--- config.mk ---
export PLATFORM = sky130hd
export DESIGN_NAME = dmoi_ctrl
export DESIGN_NICKNAME = d
export VERILOG_FILES = /design/src/sv/dmoi_pkg.sv /design/src/sv/dmoi_ctrl.sv
export SDC_FILE = /design/constraint.sdc
export NUM_CORES = 1
export LEC_CHECK = 0
export BUFFER_PORTS_ARGS = -buffer_cell sky130_fd_sc_hd__clkbuf_2
export CAP_MARGIN = 40
export CORE_AREA = 5 5 42 44
export DETAILED_ROUTE_END_ITERATION = 10
export DIE_AREA = 0 0 47 49
export PLACE_DENSITY = 0.72
export SLEW_MARGIN = 10
export SYNTH_ARGS = -nofsm -noshare
export SYNTH_HDL_FRONTEND = slang
export SYNTH_SLANG_ARGS = --single-unit
--- constraint.sdc ---
create_clock -name clk -period 1.55 [get_ports clk]
set_input_delay 0.155 -clock clk [delete_from_list [all_inputs] [get_ports clk]]
set_output_delay 0.155 -clock clk [all_outputs]
set_load 0.05 [all_outputs]
--- src/sv/dmoi_pkg.sv ---
package dmoi_pkg;

    // fixed point formats
    localparam int FRACTION_BITS     = 16;
    localparam int POSITION_WIDTH    = 48;
    localparam int CORDIC_ITERATIONS = 16;
    localparam int SCALE_BITS        = 24;
    localparam int ROUND_SHIFT       = SCALE_BITS - FRACTION_BITS;
    localparam int ITER_W            = 5;
    localparam int CW                = 36;   // CORDIC vector width
    localparam int ZW                = 33;   // CORDIC residual angle width
    localparam int CFG_IDX_W         = 3;

    localparam logic [29:0] INV_GAIN_Q30 = 30'd652032875;

    // register indexes
    typedef enum logic [CFG_IDX_W-1:0] {
        REG_LEFT_LATERAL  = 3'd0,
        REG_LEFT_FORWARD  = 3'd1,
        REG_RIGHT_LATERAL = 3'd2,
        REG_RIGHT_FORWARD = 3'd3,
        REG_ROTATION      = 3'd4
    } reg_idx_t;

    typedef enum logic [3:0] {
        ST_IDLE, ST_MXL, ST_MYL, ST_MXR, ST_MYR, ST_SUM, ST_MRLO, ST_MRHI,
        ST_ROT, ST_MID, ST_GX, ST_GY, ST_QUAD, ST_ITER, ST_UPD, ST_OUT
    } state_t;

    typedef enum logic [3:0] {
        OP_NONE, OP_LOAD, OP_MXL, OP_MYL, OP_MXR, OP_MYR, OP_SUM, OP_MRLO,
        OP_MRHI, OP_ROT, OP_MID, OP_GX, OP_GY, OP_QUAD, OP_ITER, OP_UPD
    } op_t;

    typedef struct packed {
        op_t               op;
        logic [ITER_W-1:0] iter;
    } cmd_t;

    // arctangent of 2^-i in binary angle units
    function automatic logic [29:0] atan_units(input logic [ITER_W-1:0] i);
        logic [29:0] r;
        unique case (i)
            5'd0:  r = 30'd536870912;
            5'd1:  r = 30'd316933406;
            5'd2:  r = 30'd167458907;
            5'd3:  r = 30'd85004756;
            5'd4:  r = 30'd42667331;
            5'd5:  r = 30'd21354465;
            5'd6:  r = 30'd10679838;
            5'd7:  r = 30'd5340245;
            5'd8:  r = 30'd2670163;
            5'd9:  r = 30'd1335087;
            5'd10: r = 30'd667544;
            5'd11: r = 30'd333772;
            5'd12: r = 30'd166886;
            5'd13: r = 30'd83443;
            5'd14: r = 30'd41722;
            5'd15: r = 30'd20861;
            5'd16: r = 30'd10430;
            5'd17: r = 30'd5215;
            5'd18: r = 30'd2608;
            5'd19: r = 30'd1304;
            5'd20: r = 30'd652;
            5'd21: r = 30'd326;
            5'd22: r = 30'd163;
            5'd23: r = 30'd81;
            5'd24: r = 30'd41;
            5'd25: r = 30'd20;
            5'd26: r = 30'd10;
            5'd27: r = 30'd5;
            5'd28: r = 30'd3;
            5'd29: r = 30'd1;
            default: r = 30'd0;
        endcase
        return r;
    endfunction

endpackage

--- src/sv/dmoi_ctrl.sv ---
module dmoi_ctrl (
    input  logic          clk,
    input  logic          rst_n,
    input  logic          in_valid,
    input  logic          out_stall,
    output logic          in_stall,
    output logic          out_valid,
    output dmoi_pkg::cmd_t cmd
);
    import dmoi_pkg::*;

    state_t            state_reg, state_next;
    logic [ITER_W-1:0] iter_reg, iter_next;

    // state and iteration counter
    always_ff @(posedge clk or negedge rst_n)
    begin
        if (!rst_n)
        begin
            state_reg <= ST_IDLE;
            iter_reg  <= '0;
        end
        else
        begin
            state_reg <= state_next;
            iter_reg  <= iter_next;
        end
    end

    // next state
    always_comb
    begin
        state_next = state_reg;
        iter_next  = iter_reg;
        unique case (state_reg)
            ST_IDLE: if (in_valid) state_next = ST_MXL;
            ST_MXL:  state_next = ST_MYL;
            ST_MYL:  state_next = ST_MXR;
            ST_MXR:  state_next = ST_MYR;
            ST_MYR:  state_next = ST_SUM;
            ST_SUM:  state_next = ST_MRLO;
            ST_MRLO: state_next = ST_MRHI;
            ST_MRHI: state_next = ST_ROT;
            ST_ROT:  state_next = ST_MID;
            ST_MID:  state_next = ST_GX;
            ST_GX:   state_next = ST_GY;
            ST_GY:   state_next = ST_QUAD;
            ST_QUAD:
            begin
                state_next = ST_ITER;
                iter_next  = '0;
            end
            ST_ITER:
            begin
                iter_next = iter_reg + 1'b1;
                if (iter_reg == ITER_W'(CORDIC_ITERATIONS - 1))
                    state_next = ST_UPD;
            end
            ST_UPD:  state_next = ST_OUT;
            ST_OUT:  if (!out_stall) state_next = ST_IDLE;
            default: state_next = ST_IDLE;
        endcase
    end

    // outputs
    always_comb
    begin
        in_stall  = (state_reg != ST_IDLE);
        out_valid = (state_reg == ST_OUT);
        cmd.iter  = iter_reg;
        unique case (state_reg)
            ST_IDLE: cmd.op = in_valid ? OP_LOAD : OP_NONE;
            ST_MXL:  cmd.op = OP_MXL;
            ST_MYL:  cmd.op = OP_MYL;
            ST_MXR:  cmd.op = OP_MXR;
            ST_MYR:  cmd.op = OP_MYR;
            ST_SUM:  cmd.op = OP_SUM;
            ST_MRLO: cmd.op = OP_MRLO;
            ST_MRHI: cmd.op = OP_MRHI;
            ST_ROT:  cmd.op = OP_ROT;
            ST_MID:  cmd.op = OP_MID;
            ST_GX:   cmd.op = OP_GX;
            ST_GY:   cmd.op = OP_GY;
            ST_QUAD: cmd.op = OP_QUAD;
            ST_ITER: cmd.op = OP_ITER;
            ST_UPD:  cmd.op = OP_UPD;
            default: cmd.op = OP_NONE;
        endcase
    end

endmodule

==> results of run 1 <==
repair_timing:
| item | 4_1_cts | 5_1_grt |
|---|---|---|
| buffers inserted | 1 | 2 |
| resized for setup | 9 | 5 |
| setup endpoints to repair | 5 | 4 |
| pin swaps | 0 | 1 |
| hold buffers | 1 | 0 |
| endpoints found under the hold margin | 9 | 0 |
final cells by class:
cell class              count  share of cell area
inverters                   3              0.0150
well taps                  16              0.0266
repair buffers             22               0.211
clock buffers               4              0.0349
multi-input cells          42               0.407
flip-flops and latches      9               0.306
routing by layer:
metal,vias up,share of wire
li1,247,-
met1,231,0.39
met2,22,0.50
met3,4,0.088
met4,0,0.021
met5,-,0
kinds of logic (layout without fill, tap and decap cells):
family                     after synthesis  count (layout)  share of synthesized area
buffers and inverters                    7              29                     0.0833
AOI/OAI and AO/OA                       13              13                      0.162
and+or+nand+nor                         23              23                      0.225
xor gates and xnor gates                 3               3                     0.0486
adders and majority gates                2               2                     0.0463
muxes                                    1               1                     0.0185
DFF                                      9               9                      0.417
through the flow:
step | setup WS, ns | hold slack [ns] | instances | TNS [ns]
final | -0.0220 | 0.217 | 96 | -0.0220
after global routing | -0.0427 | 0.255 | 96 | -0.0883
after floorplan | 0.0395 | -0.141 | 58 | 0
after detailed placement | 0.118 | 0.0269 | 88 | 0
after CTS | -0.00558 | 0.204 | 94 | -0.00840
after global placement | 0.144 | 0.0268 | 88 | 0
worst paths after layout:
kind                            cells past startpoint                     start                  endpoint  slack [ns]
max in group asynchronous                           2                     rst_n  state_reg[1]$_DFFE_PN0P_        1.06
worst min register to register                      2   iter_reg[4]$_DFFE_PN0P_   iter_reg[4]$_DFFE_PN0P_        0.50
worst max register to register                      5   iter_reg[0]$_DFFE_PN0P_  state_reg[0]$_DFFE_PN0P_        0.11
worst max-delay path                                2  state_reg[2]$_DFFE_PN0P_                  in_stall       -0.02
worst min-delay path                                3                 out_stall  state_reg[3]$_DFFE_PN0P_        0.22
min in group asynchronous                           2                     rst_n  state_reg[3]$_DFFE_PN0P_        0.28
cells in the mapped netlist, drive strengths merged, types with 2 or more instances:
| cell type | n |
|---|---|
| a21oi | 3 |
| inv | 3 |
| ha | 2 |
| dfrtp | 9 |
| nor2 | 4 |
| buf | 4 |
| o21ai | 4 |
| nand2 | 10 |
| nand3 | 2 |
| xnor2 | 2 |
worst max-delay path: stages (launching register included):
cell and delay [ns]:
sky130_fd_sc_hd__dfrtp_2 0.43, sky130_fd_sc_hd__or4_4 0.56, sky130_fd_sc_hd__buf_8 0.17
==> reports/results.env, run 1 <==
RUN_STATUS='finished, violations left'
VIOLATIONS='negative setup slack'
DRT_PRE_ANTENNA_ITERS=4
IO-PIN-COUNT=15
DRCVIOLATIONCOUNT=0
SYNTH_SEQ_AREA_SHARE=0.417
GRT_FIRST_PASS_WIRELENGTH_UM=2130
FINISH.UTILIZATION=0.538
MULTIINPUTGATEAREA_UM2=307
CORE_MM2=0.00140
WORST-SLEW-PIN-TRANSITION_NS=0.259
CTS_MADE_BUFFERS=3
SINKS_ON_CLOCK_NET=9
SYNTH.LARGEST_AREA_CELL='sky130_fd_sc_hd__dfrtp_1'
GRT_SETUP_UNREPAIRED='true'
GRT.MET3_USAGE=0.0332
CRITPATHCAPTURETYPE='output pin'
PLACE_CONGESTION=0.694
GRT_ANTENNA_BEFORE_REPAIR=0
NETS=87
CTS.PATH.MAX_BUFFERS=2
CP_DATA_ARRIVAL_TIME_NS=1.42
CTS_ROOT_BUFFER='sky130_fd_sc_hd__clkbuf_4'
DPL_CELL_AREA_UM2=644
POST_SYNTH_INSTANCE_AREA_UM2=541
OVERFLOW_LEFT_AFTER_GLOBAL_ROUTING=0
CTS-HTREE-LEVELS=1
SYN_NETS=64
MAX_SLEW_MARGIN=0.825
GRT_USAGE=0.128
WORST_SKEW_PAIR.LATE_LATENCY_NS=0.26
POST_DRT_WL_PER_CELL_UM=13.6
MET2_LAYER_USAGE_REPORTED_BY_GLOBAL_ROUTE=0.201
TIMING.FINAL.CRIT_PERIOD_NS=1.57
GRT_START_MAX_NET_PINS=11
NUMBER_OF_ENABLE_TYPE_REGISTER_CELLS_IN_THE_SYNTHESIZED_NETLIST=0
MOST_FREQUENT_STANDARD_CELL_IN_THE_LAYOUT_EXCLUDING_FILL_AND_TAP_CELLS='sky130_fd_sc_hd__clkbuf_2'
CP.REQUIRED_NS=1.39
SEQCELLAREA_UM2=230
GRT.BUSIEST_LAYER='met2'
DR.FIRST_ITER.DRC_COUNT=13
DETAIL_ROUTE.WIRELENGTH_UM=1300
SKEW_NS=0.00115
STARTPOINT_TYPE='flop'
FILLERS=132
MAX_CAP_VIOL_COUNT=0
VIASPERCELL=5.25
CRITICAL_PATH_CLASS='reg2out'
CLKTRANSATPATHREGS_NS=0.06
DIE_WIDTH_UM=47
SYNTH_FLOP_CELL='sky130_fd_sc_hd__dfrtp_1'
FINAL.SETUP.WORST_SLACK_NS=-0.0220
CP_MAX_FO=4
FLOORPLAN.INITIALDENSITY=0.386
FINAL.PERIOD_UTILIZATION=1.01
LARGEST_REG_FLOPS=5
MAX_FREQ_GHz=0.636
MAXSLEWVIOLCOUNT=0
SYNTH_LARGEST_TYPE_AREA_FRACTION=0.417
YOSYS_REGISTER_BITS=9
SYN2LAYOUT_AREA_GROWTH_PCT=39.4
ROUTE.ANTENNA.REMAINING_NETS=0
NUM_ANTENNA_CELLS=0
HOLD_CLASS='in2reg'
MOST_FREQUENT_CELLS_IN_THE_LAYOUT='11 x sky130_fd_sc_hd__clkbuf_2, 10 x sky130_fd_sc_hd__nand2_1, 6 x sky130_fd_sc_hd__buf_4'
FINISH.INSTANCE_AREA_UM2=753
PORT_BUFFERS=14
DIEAREA_MM2=0.00230
YOSYSUNIQUECELLTYPES=26
YOSYS_WARNINGS=0
POSTSYNTHCELLCOUNT=58
TOP_AREA_CELLS_IN_THE_SYNTHESIZED_NETLIST='sky130_fd_sc_hd__dfrtp_1 42%, sky130_fd_sc_hd__nand2_1 6.9%, sky130_fd_sc_hd__ha_1 4.6%'
FINALSETUPVIOLCOUNT=1
CTS_TREE='yes'
VIAS=504
FP.DIEH_UM=49
PLACEMENT_ROWS=14
FINAL_LAYOUT_SIZE_SUFFIX_GT1_FRAC=0.438
GRT.MET1_USAGE=0.151
FIRST_GLOBAL_VIAS=477
POST-DP-HPWL_UM=863
SYNTH_ASYNC_SR_FLOP_SHARE=1.00
HOLD_VIOL=0
SYN_AREA_PER_CELL_UM2=9.32
Power of run 1 is not shown: default switching activity piles up to over one toggle a cycle in this logic, so the estimate is an artifact.
==> run 2: changes to the inputs <==
--- a/config.mk
+++ b/config.mk
@@ -10,7 +10,7 @@
 export CORE_AREA = 5 5 42 44
 export DETAILED_ROUTE_END_ITERATION = 10
 export DIE_AREA = 0 0 47 49
-export PLACE_DENSITY = 0.72
+export PLACE_DENSITY = 0.73
 export SLEW_MARGIN = 10
 export SYNTH_ARGS = -nofsm -noshare
 export SYNTH_HDL_FRONTEND = slang
==> reports/results.env, run 2 (same netlist as run 1, synthesis figures left out) <==
FIRST_GLOBAL_VIAS=441  # -7.5%
DRCVIOLATIONCOUNT=0  # unchanged
STARTPOINT='state_reg[2]$_DFFE_PN0P_'
CRITICAL_PATH_CLASS='reg2out'
SEQCELLAREA_UM2=229  # -0.54%
FLOORPLAN.INITIALDENSITY=0.386  # unchanged
FINAL.PERIOD_UTILIZATION=0.996  # -0.0182
GRT_START_MAX_NET_PINS=11  # unchanged
RUN_STATUS='completed'
CP_MAX_FO=4  # unchanged
COUNT_OF_CELLS_ALONG_THE_WORST_REGISTER_TO_REGISTER_PATH=4  # -1
WORST_SKEW_PAIR.LATE_LATENCY_NS=0.27  # about the same
OVERFLOW_LEFT_AFTER_GLOBAL_ROUTING=0  # unchanged
VIAS=490  # -2.8%
CTS_TREE='yes'
HOLD_CLASS='in2reg'
CP.REQUIRED_NS=1.39  # about the same
CLKTRANSATPATHREGS_NS=0.07  # about the same
TIMING.SETUP.TNS_NS=0  # +0.0220 ns
DETAIL_ROUTE.WIRELENGTH_UM=1300  # -0.46%
HOLD_WS_NS=0.224  # +0.00658 ns
CP_DATA_ARRIVAL_TIME_NS=1.39  # -0.03 ns
NETS=89  # +2.3%
CRITICAL_PATH.SLOWEST_CELL='sky130_fd_sc_hd__or4_4'
WORST_R2R_ENDPOINT='iter_reg[4]$_DFFE_PN0P_'
DIE_WIDTH_UM=47  # unchanged
WORST-SLEW-PIN-TRANSITION_NS=0.329  # +0.0705 ns
MAXSLEWVIOLCOUNT=0  # unchanged
CTS.PATH.MAX_BUFFERS=2  # unchanged
HOLD_VIOL=0  # unchanged
GRT_USAGE=0.124  # -0.00382
MAX_STAGE_DELAY_NS=0.54  # -0.02 ns
CTS_ROOT_BUFFER='sky130_fd_sc_hd__clkbuf_4'
CTS_MADE_BUFFERS=3  # unchanged
CRITPATHCAPTURETYPE='output pin'
NUM_ANTENNA_CELLS=0  # unchanged
ROUTE.ANTENNA.REMAINING_NETS=0  # unchanged
MOST_FREQUENT_CELLS_IN_THE_LAYOUT='11 x sky130_fd_sc_hd__clkbuf_2, 10 x sky130_fd_sc_hd__nand2_1, 8 x sky130_fd_sc_hd__buf_4'
DIEAREA_MM2=0.00230  # unchanged
FINALSETUPVIOLCOUNT=0  # -1
MOST_FREQUENT_STANDARD_CELL_IN_THE_LAYOUT_EXCLUDING_FILL_AND_TAP_CELLS='sky130_fd_sc_hd__clkbuf_2'
POST_DRT_WL_PER_CELL_UM=13.2  # -2.5%
RRSETUPSLACK_NS=0.12  # about the same
SKEW_NS=0.00438  # +0.00323 ns
PLACE_CONGESTION=0.722  # +3.9%
CTS-HTREE-LEVELS=1  # unchanged
PLACEMENT_ROWS=14  # unchanged
CORE_MM2=0.00140  # unchanged
FP.DIEH_UM=49  # unchanged
SYN2LAYOUT_AREA_GROWTH_PCT=41.9
DRT_PRE_ANTENNA_ITERS=4  # unchanged
LARGEST_REG_FLOPS=5  # unchanged
MULTIINPUTGATEAREA_UM2=307  # unchanged
DR.FIRST_ITER.DRC_COUNT=13  # unchanged
SINKS_ON_CLOCK_NET=9  # unchanged
VIASPERCELL=5.00  # -4.8%
GRT_ANTENNA_BEFORE_REPAIR=0  # unchanged
FINAL_LAYOUT_SIZE_SUFFIX_GT1_FRAC=0.439  # +0.00152
TIMING.CRITICAL_PATH.CELLS='or4_4 > buf_8'
GRT_SETUP_UNREPAIRED='true'
PORT_BUFFERS=14  # unchanged
GRT_FIRST_PASS_WIRELENGTH_UM=2040  # -3.9%
R2R_START='iter_reg[0]$_DFFE_PN0P_'
FILLERS=143  # +8.3%
WORSTSETUPENDPOINT='in_stall'
STARTPOINT_TYPE='flop'
IO-PIN-COUNT=15  # unchanged
TIMING.FINAL.CRIT_PERIOD_NS=1.54  # -0.0282 ns
POST-DP-HPWL_UM=864  # about the same
MAX_CAP_VIOL_COUNT=0  # unchanged
MAX_FREQ_GHz=0.648  # +1.8%
MAX_SLEW_MARGIN=0.778  # -0.0476
## run 2: changes by cell type in the layout (fill, tap and decap cells not counted)
cell,delta
sky130_fd_sc_hd__dfrtp_2,-1
sky130_fd_sc_hd__buf_4,+2
sky130_fd_sc_hd__dfrtp_1,+1
## run 2: final cells by class
cell class,count,area share
repair buffers,24,0.227
multi-input cells,42,0.400
flip-flops and latches,9,0.299
inverters,3,0.0147
well taps,16,0.0261
clock buffers,4,0.0343
## run 2: repair_timing
| action | 4_1_cts | 5_1_grt |
|---|---|---|
| cloned | 0 | 0 |
| setup endpoints to repair | 3 | 3 |
| setup buffers | 3 | 3 |
| gates resized for setup | 7 | 6 |
| hold buffers | 1 | 0 |
| endpoints found under the hold margin | 9 | 0 |
| pin swaps | 0 | 1 |
## run 2: worst max-delay path: cells and delay by family, from the launching register on
family / cells / cell delay, ns
buffers and inverters: 1 / 0.17
DFF: 1 / 0.41
and+or+nand+nor: 1 / 0.54
## run 2: how the worst min path moves through the flow
stage | from | endpoint | slack, ns | cells after the start
after floorplan | rst_n | iter_reg[0]$_DFFE_PN0P_ | -0.14 | 0
after global placement | rst_n | state_reg[3]$_DFFE_PN0P_ | 0.02 | 1
after detailed placement | rst_n | state_reg[3]$_DFFE_PN0P_ | 0.03 | 1
after CTS | out_stall | state_reg[2]$_DFFE_PN0P_ | 0.23 | 3
after global routing | out_stall | state_reg[2]$_DFFE_PN0P_ | 0.27 | 3
final | out_stall | state_reg[2]$_DFFE_PN0P_ | 0.22 | 3
## run 2: per-stage QoR
step | std cells | util | setup WS (ns) | cell area (µm²)
floorplan | 58 | - | 0.0395 | 558
global placement | 87 | 0.454 | 0.152 | 637
detailed placement | 87 | 0.454 | 0.122 | 637
CTS | 95 | 0.514 | 0.0000598 | 721
global route | 98 | 0.547 | -0.0308 | 767
finish | 98 | 0.547 | 0.00624 | 767
## run 2: metal layers
metal / track usage / share of wire
met1: 0.157 / 0.40
met2: 0.188 / 0.50
met3: 0.0369 / 0.076
met4: 0.0553 / 0.022
met5: 0 / 0
Power of run 2 is left out for the same reason.
==> run 3: changes to the inputs <==
--- a/config.mk
+++ b/config.mk
@@ -5,12 +5,13 @@
 export SDC_FILE = /design/constraint.sdc
 export NUM_CORES = 1
 export LEC_CHECK = 0
+export ABC_AREA = 1
 export BUFFER_PORTS_ARGS = -buffer_cell sky130_fd_sc_hd__clkbuf_2
 export CAP_MARGIN = 40
 export CORE_AREA = 5 5 42 44
 export DETAILED_ROUTE_END_ITERATION = 10
 export DIE_AREA = 0 0 47 49
-export PLACE_DENSITY = 0.73
+export PLACE_DENSITY = 0.7
 export SLEW_MARGIN = 10
 export SYNTH_ARGS = -nofsm -noshare
 export SYNTH_HDL_FRONTEND = slang
==> reports/results.env, run 3 <==
CP.REQUIRED_NS=1.39  # about the same
WORST_SKEW_PAIR.LATE_LATENCY_NS=0.26  # about the same
PLACEMENT_ROWS=14  # unchanged
TIMING.FINAL.CRIT_PERIOD_NS=1.45  # -0.0911 ns
HOLD_VIOL=0  # unchanged
CTS-HTREE-LEVELS=1  # unchanged
FINAL_LAYOUT_SIZE_SUFFIX_GT1_FRAC=0.330  # -0.109
CTS.PATH.MAX_BUFFERS=2  # unchanged
WORST-SLEW-PIN-TRANSITION_NS=0.279  # -0.0504 ns
VIAS=495  # +1.0%
DRCVIOLATIONCOUNT=0  # unchanged
GRT_SETUP_UNREPAIRED='false'
SYN2LAYOUT_AREA_GROWTH_PCT=29.0
RUN_STATUS='completed'
CTS_ROOT_BUFFER='sky130_fd_sc_hd__clkbuf_4'
STARTPOINT_TYPE='flop'
CRITICAL_PATH.SLOWEST_CELL='sky130_fd_sc_hd__dfrtp_2'
FINISH.UTILIZATION=0.473  # -0.0741
POST_DRT_WL_PER_CELL_UM=9.81  # -26%
IO-PIN-COUNT=15  # unchanged
CRITICAL_PATH_CLASS='reg2out'
DR.FIRST_ITER.DRC_COUNT=7  # -6
MOST_FREQUENT_STANDARD_CELL_IN_THE_LAYOUT_EXCLUDING_FILL_AND_TAP_CELLS='sky130_fd_sc_hd__nand2_1'
DETAIL_ROUTE.WIRELENGTH_UM=1050  # -19%
CRIT_BUF_INV=3  # +2
FIRST_GLOBAL_VIAS=424  # -3.9%
CTS_MADE_BUFFERS=3  # unchanged
OVERFLOW_LEFT_AFTER_GLOBAL_ROUTING=0  # unchanged
NUM_ANTENNA_CELLS=0  # unchanged
SKEW_NS=0.00613  # +0.00176 ns
DIE_WIDTH_UM=47  # unchanged
SYNTH_MOST_COMMON_CELL='sky130_fd_sc_hd__nand2_1'
DRT_PRE_ANTENNA_ITERS=4  # unchanged
MAX_CAP_VIOL_COUNT=0  # unchanged
YOSYS_REGISTER_BITS=9  # unchanged
NUMBER_OF_ENABLE_TYPE_REGISTER_CELLS_IN_THE_SYNTHESIZED_NETLIST=0  # unchanged
SYNTH.LARGEST_AREA_CELL='sky130_fd_sc_hd__dfrtp_1'
CP_DATA_ARRIVAL_TIME_NS=1.30  # -0.09 ns
GRT_FIRST_PASS_WIRELENGTH_UM=1690  # -17%
CTS_TREE='yes'
LARGEST_REG_FLOPS=5  # unchanged
DIEAREA_MM2=0.00230  # unchanged
MAX_SLEW_MARGIN=0.815  # +0.0372
GRT_USAGE=0.102  # -0.0216
CRITICAL_PATH.TOP_DELAY_FAMILY='flip-flops'
MAXSLEWVIOLCOUNT=0  # unchanged
SYNTH_SEQ_AREA_SHARE=0.438  # +0.0213
PORT_BUFFERS=14  # unchanged
YS_TOP_CELLS_BY_COUNT='21 x sky130_fd_sc_hd__nand2_1, 13 x sky130_fd_sc_hd__inv_1, 9 x sky130_fd_sc_hd__dfrtp_1, 7 x sky130_fd_sc_hd__o21ai_1, 6 x sky130_fd_sc_hd__nand3_1'
CLKTRANSATPATHREGS_NS=0.07  # about the same
SYN_AREA_PER_CELL_UM2=7.24  # -22%
SYNTH_LARGEST_TYPE_AREA_FRACTION=0.438  # +0.0213
DP_CELLS=101  # +16%
HOLD_WS_NS=0.224  # +0.000535 ns
MOST_FREQUENT_CELLS_IN_THE_LAYOUT='20 x sky130_fd_sc_hd__nand2_1, 13 x sky130_fd_sc_hd__inv_1, 12 x sky130_fd_sc_hd__clkbuf_2'
SINKS_ON_CLOCK_NET=9  # unchanged
GRT_START_MAX_NET_PINS=10  # -1
CORE_MM2=0.00140  # unchanged
SYNTH_FLOP_CELL='sky130_fd_sc_hd__dfrtp_1'
TIMING.CRITICAL_PATH.CELLS='nand2_2 > inv_2 > or2_1 > inv_1 > buf_6'
FLOORPLAN.INITIALDENSITY=0.367  # -0.0187
POST_SYNTH_INSTANCE_AREA_UM2=514  # -4.9%
FINALSETUPVIOLCOUNT=0  # unchanged
MAX_STAGE_DELAY_NS=0.45  # -0.09 ns
GRT_ANTENNA_BEFORE_REPAIR=0  # unchanged
LAYOUT.CELLS.NON_FILLER=107  # +9.2%
YOSYSUNIQUECELLTYPES=14  # -46%
FP.DIEH_UM=49  # unchanged
VIASPERCELL=4.63  # -7.5%
POSTSYNTHCELLCOUNT=71  # +22%
CP_MAX_FO=6  # +2
POST-DP-HPWL_UM=808  # -6.4%
NETS=98  # +10%
TOP_AREA_CELLS_IN_THE_SYNTHESIZED_NETLIST='sky130_fd_sc_hd__dfrtp_1 44%, sky130_fd_sc_hd__nand2_1 15%, sky130_fd_sc_hd__inv_1 9.5%'
CRITPATHCAPTURETYPE='output pin'
ROUTE.ANTENNA.REMAINING_NETS=0  # unchanged
MAX_FREQ_GHz=0.688  # +6.3%
PLACE_CONGESTION=0.861  # +19%
TIMING.SETUP.TNS_NS=0  # unchanged
YOSYS_WARNINGS=0  # unchanged
FINAL.PERIOD_UTILIZATION=0.937  # -0.0588
HOLD_CLASS='in2reg'
SYNTH_ASYNC_SR_FLOP_SHARE=1.00  # unchanged
SYN_NETS=77  # +20%
run 3: cell type report:
type | count | area (µm²)
multi-input combinational | 45 | 228
timing repair buffer | 16 | 93.8
tap | 16 | 20.0
clock buffer | 3 | 22.5
clock inverter | 1 | 5.00
fill | 143 | 738
sequential | 9 | 230
inverter | 17 | 63.8
run 3: through the flow:
step | instance area (µm²) | worst slack [ns]
floorplan | 517 | 0.0583
CTS | 648 | 0.0146
finish | 663 | 0.0973
global route | 663 | 0.00452
global placement | 607 | 0.211
detailed placement | 607 | 0.202
run 3: what timing repair did:
action | CTS | global route
gates resized for setup | 2 | 5
endpoints found under the setup margin | 1 | 2
endpoints found under the hold margin | 9 | 0
hold buffers | 1 | 0
buffers inserted | 0 | 1
gates cloned | 0 | 0
run 3: path summary, 6_finish.rpt:
check	startpoint	endpoint	slack, ns	depth (start not counted)
max in group asynchronous	rst_n	iter_reg[1]$_DFFE_PN0P_	1.05	2
worst max register to register	iter_reg[0]$_DFFE_PN0P_	state_reg[2]$_DFFE_PN0P_	0.19	9
worst max-delay path	state_reg[0]$_DFFE_PN0P_	cmd[6]	0.1	5
min in group asynchronous	rst_n	iter_reg[4]$_DFFE_PN0P_	0.28	2
worst min-delay path	out_stall	state_reg[1]$_DFFE_PN0P_	0.22	4
worst min register to register	iter_reg[0]$_DFFE_PN0P_	iter_reg[0]$_DFFE_PN0P_	0.53	1
run 3: logic make-up after synthesis:
family | Yosys count | synth area share
AND/OR/NAND/NOR | 33 | 0.270
adder cells (fa/ha/maj) | 2 | 0.0487
AO/OA/AOI/OAI | 9 | 0.102
flip-flops | 9 | 0.438
buffers and inverters | 17 | 0.124
XOR/XNOR | 1 | 0.0170
run 3: routing by layer:
metal  wire [µm]  track usage  vias to the layer above
met1         471        0.126                      213
met5           0            0                        -
li1            -            -                      262
met4           8       0.0276                        0
met3          95       0.0554                        2
met2         475        0.152                       18
run 3: tightest hold or removal path: stages:
cell,delay (ns)
sky130_fd_sc_hd__clkbuf_2,0.07
sky130_fd_sc_hd__nand3_1,0.08
sky130_fd_sc_hd__inv_1,0.05
sky130_fd_sc_hd__o21bai_2,0.09
Power of run 3 is left out for the same reason.
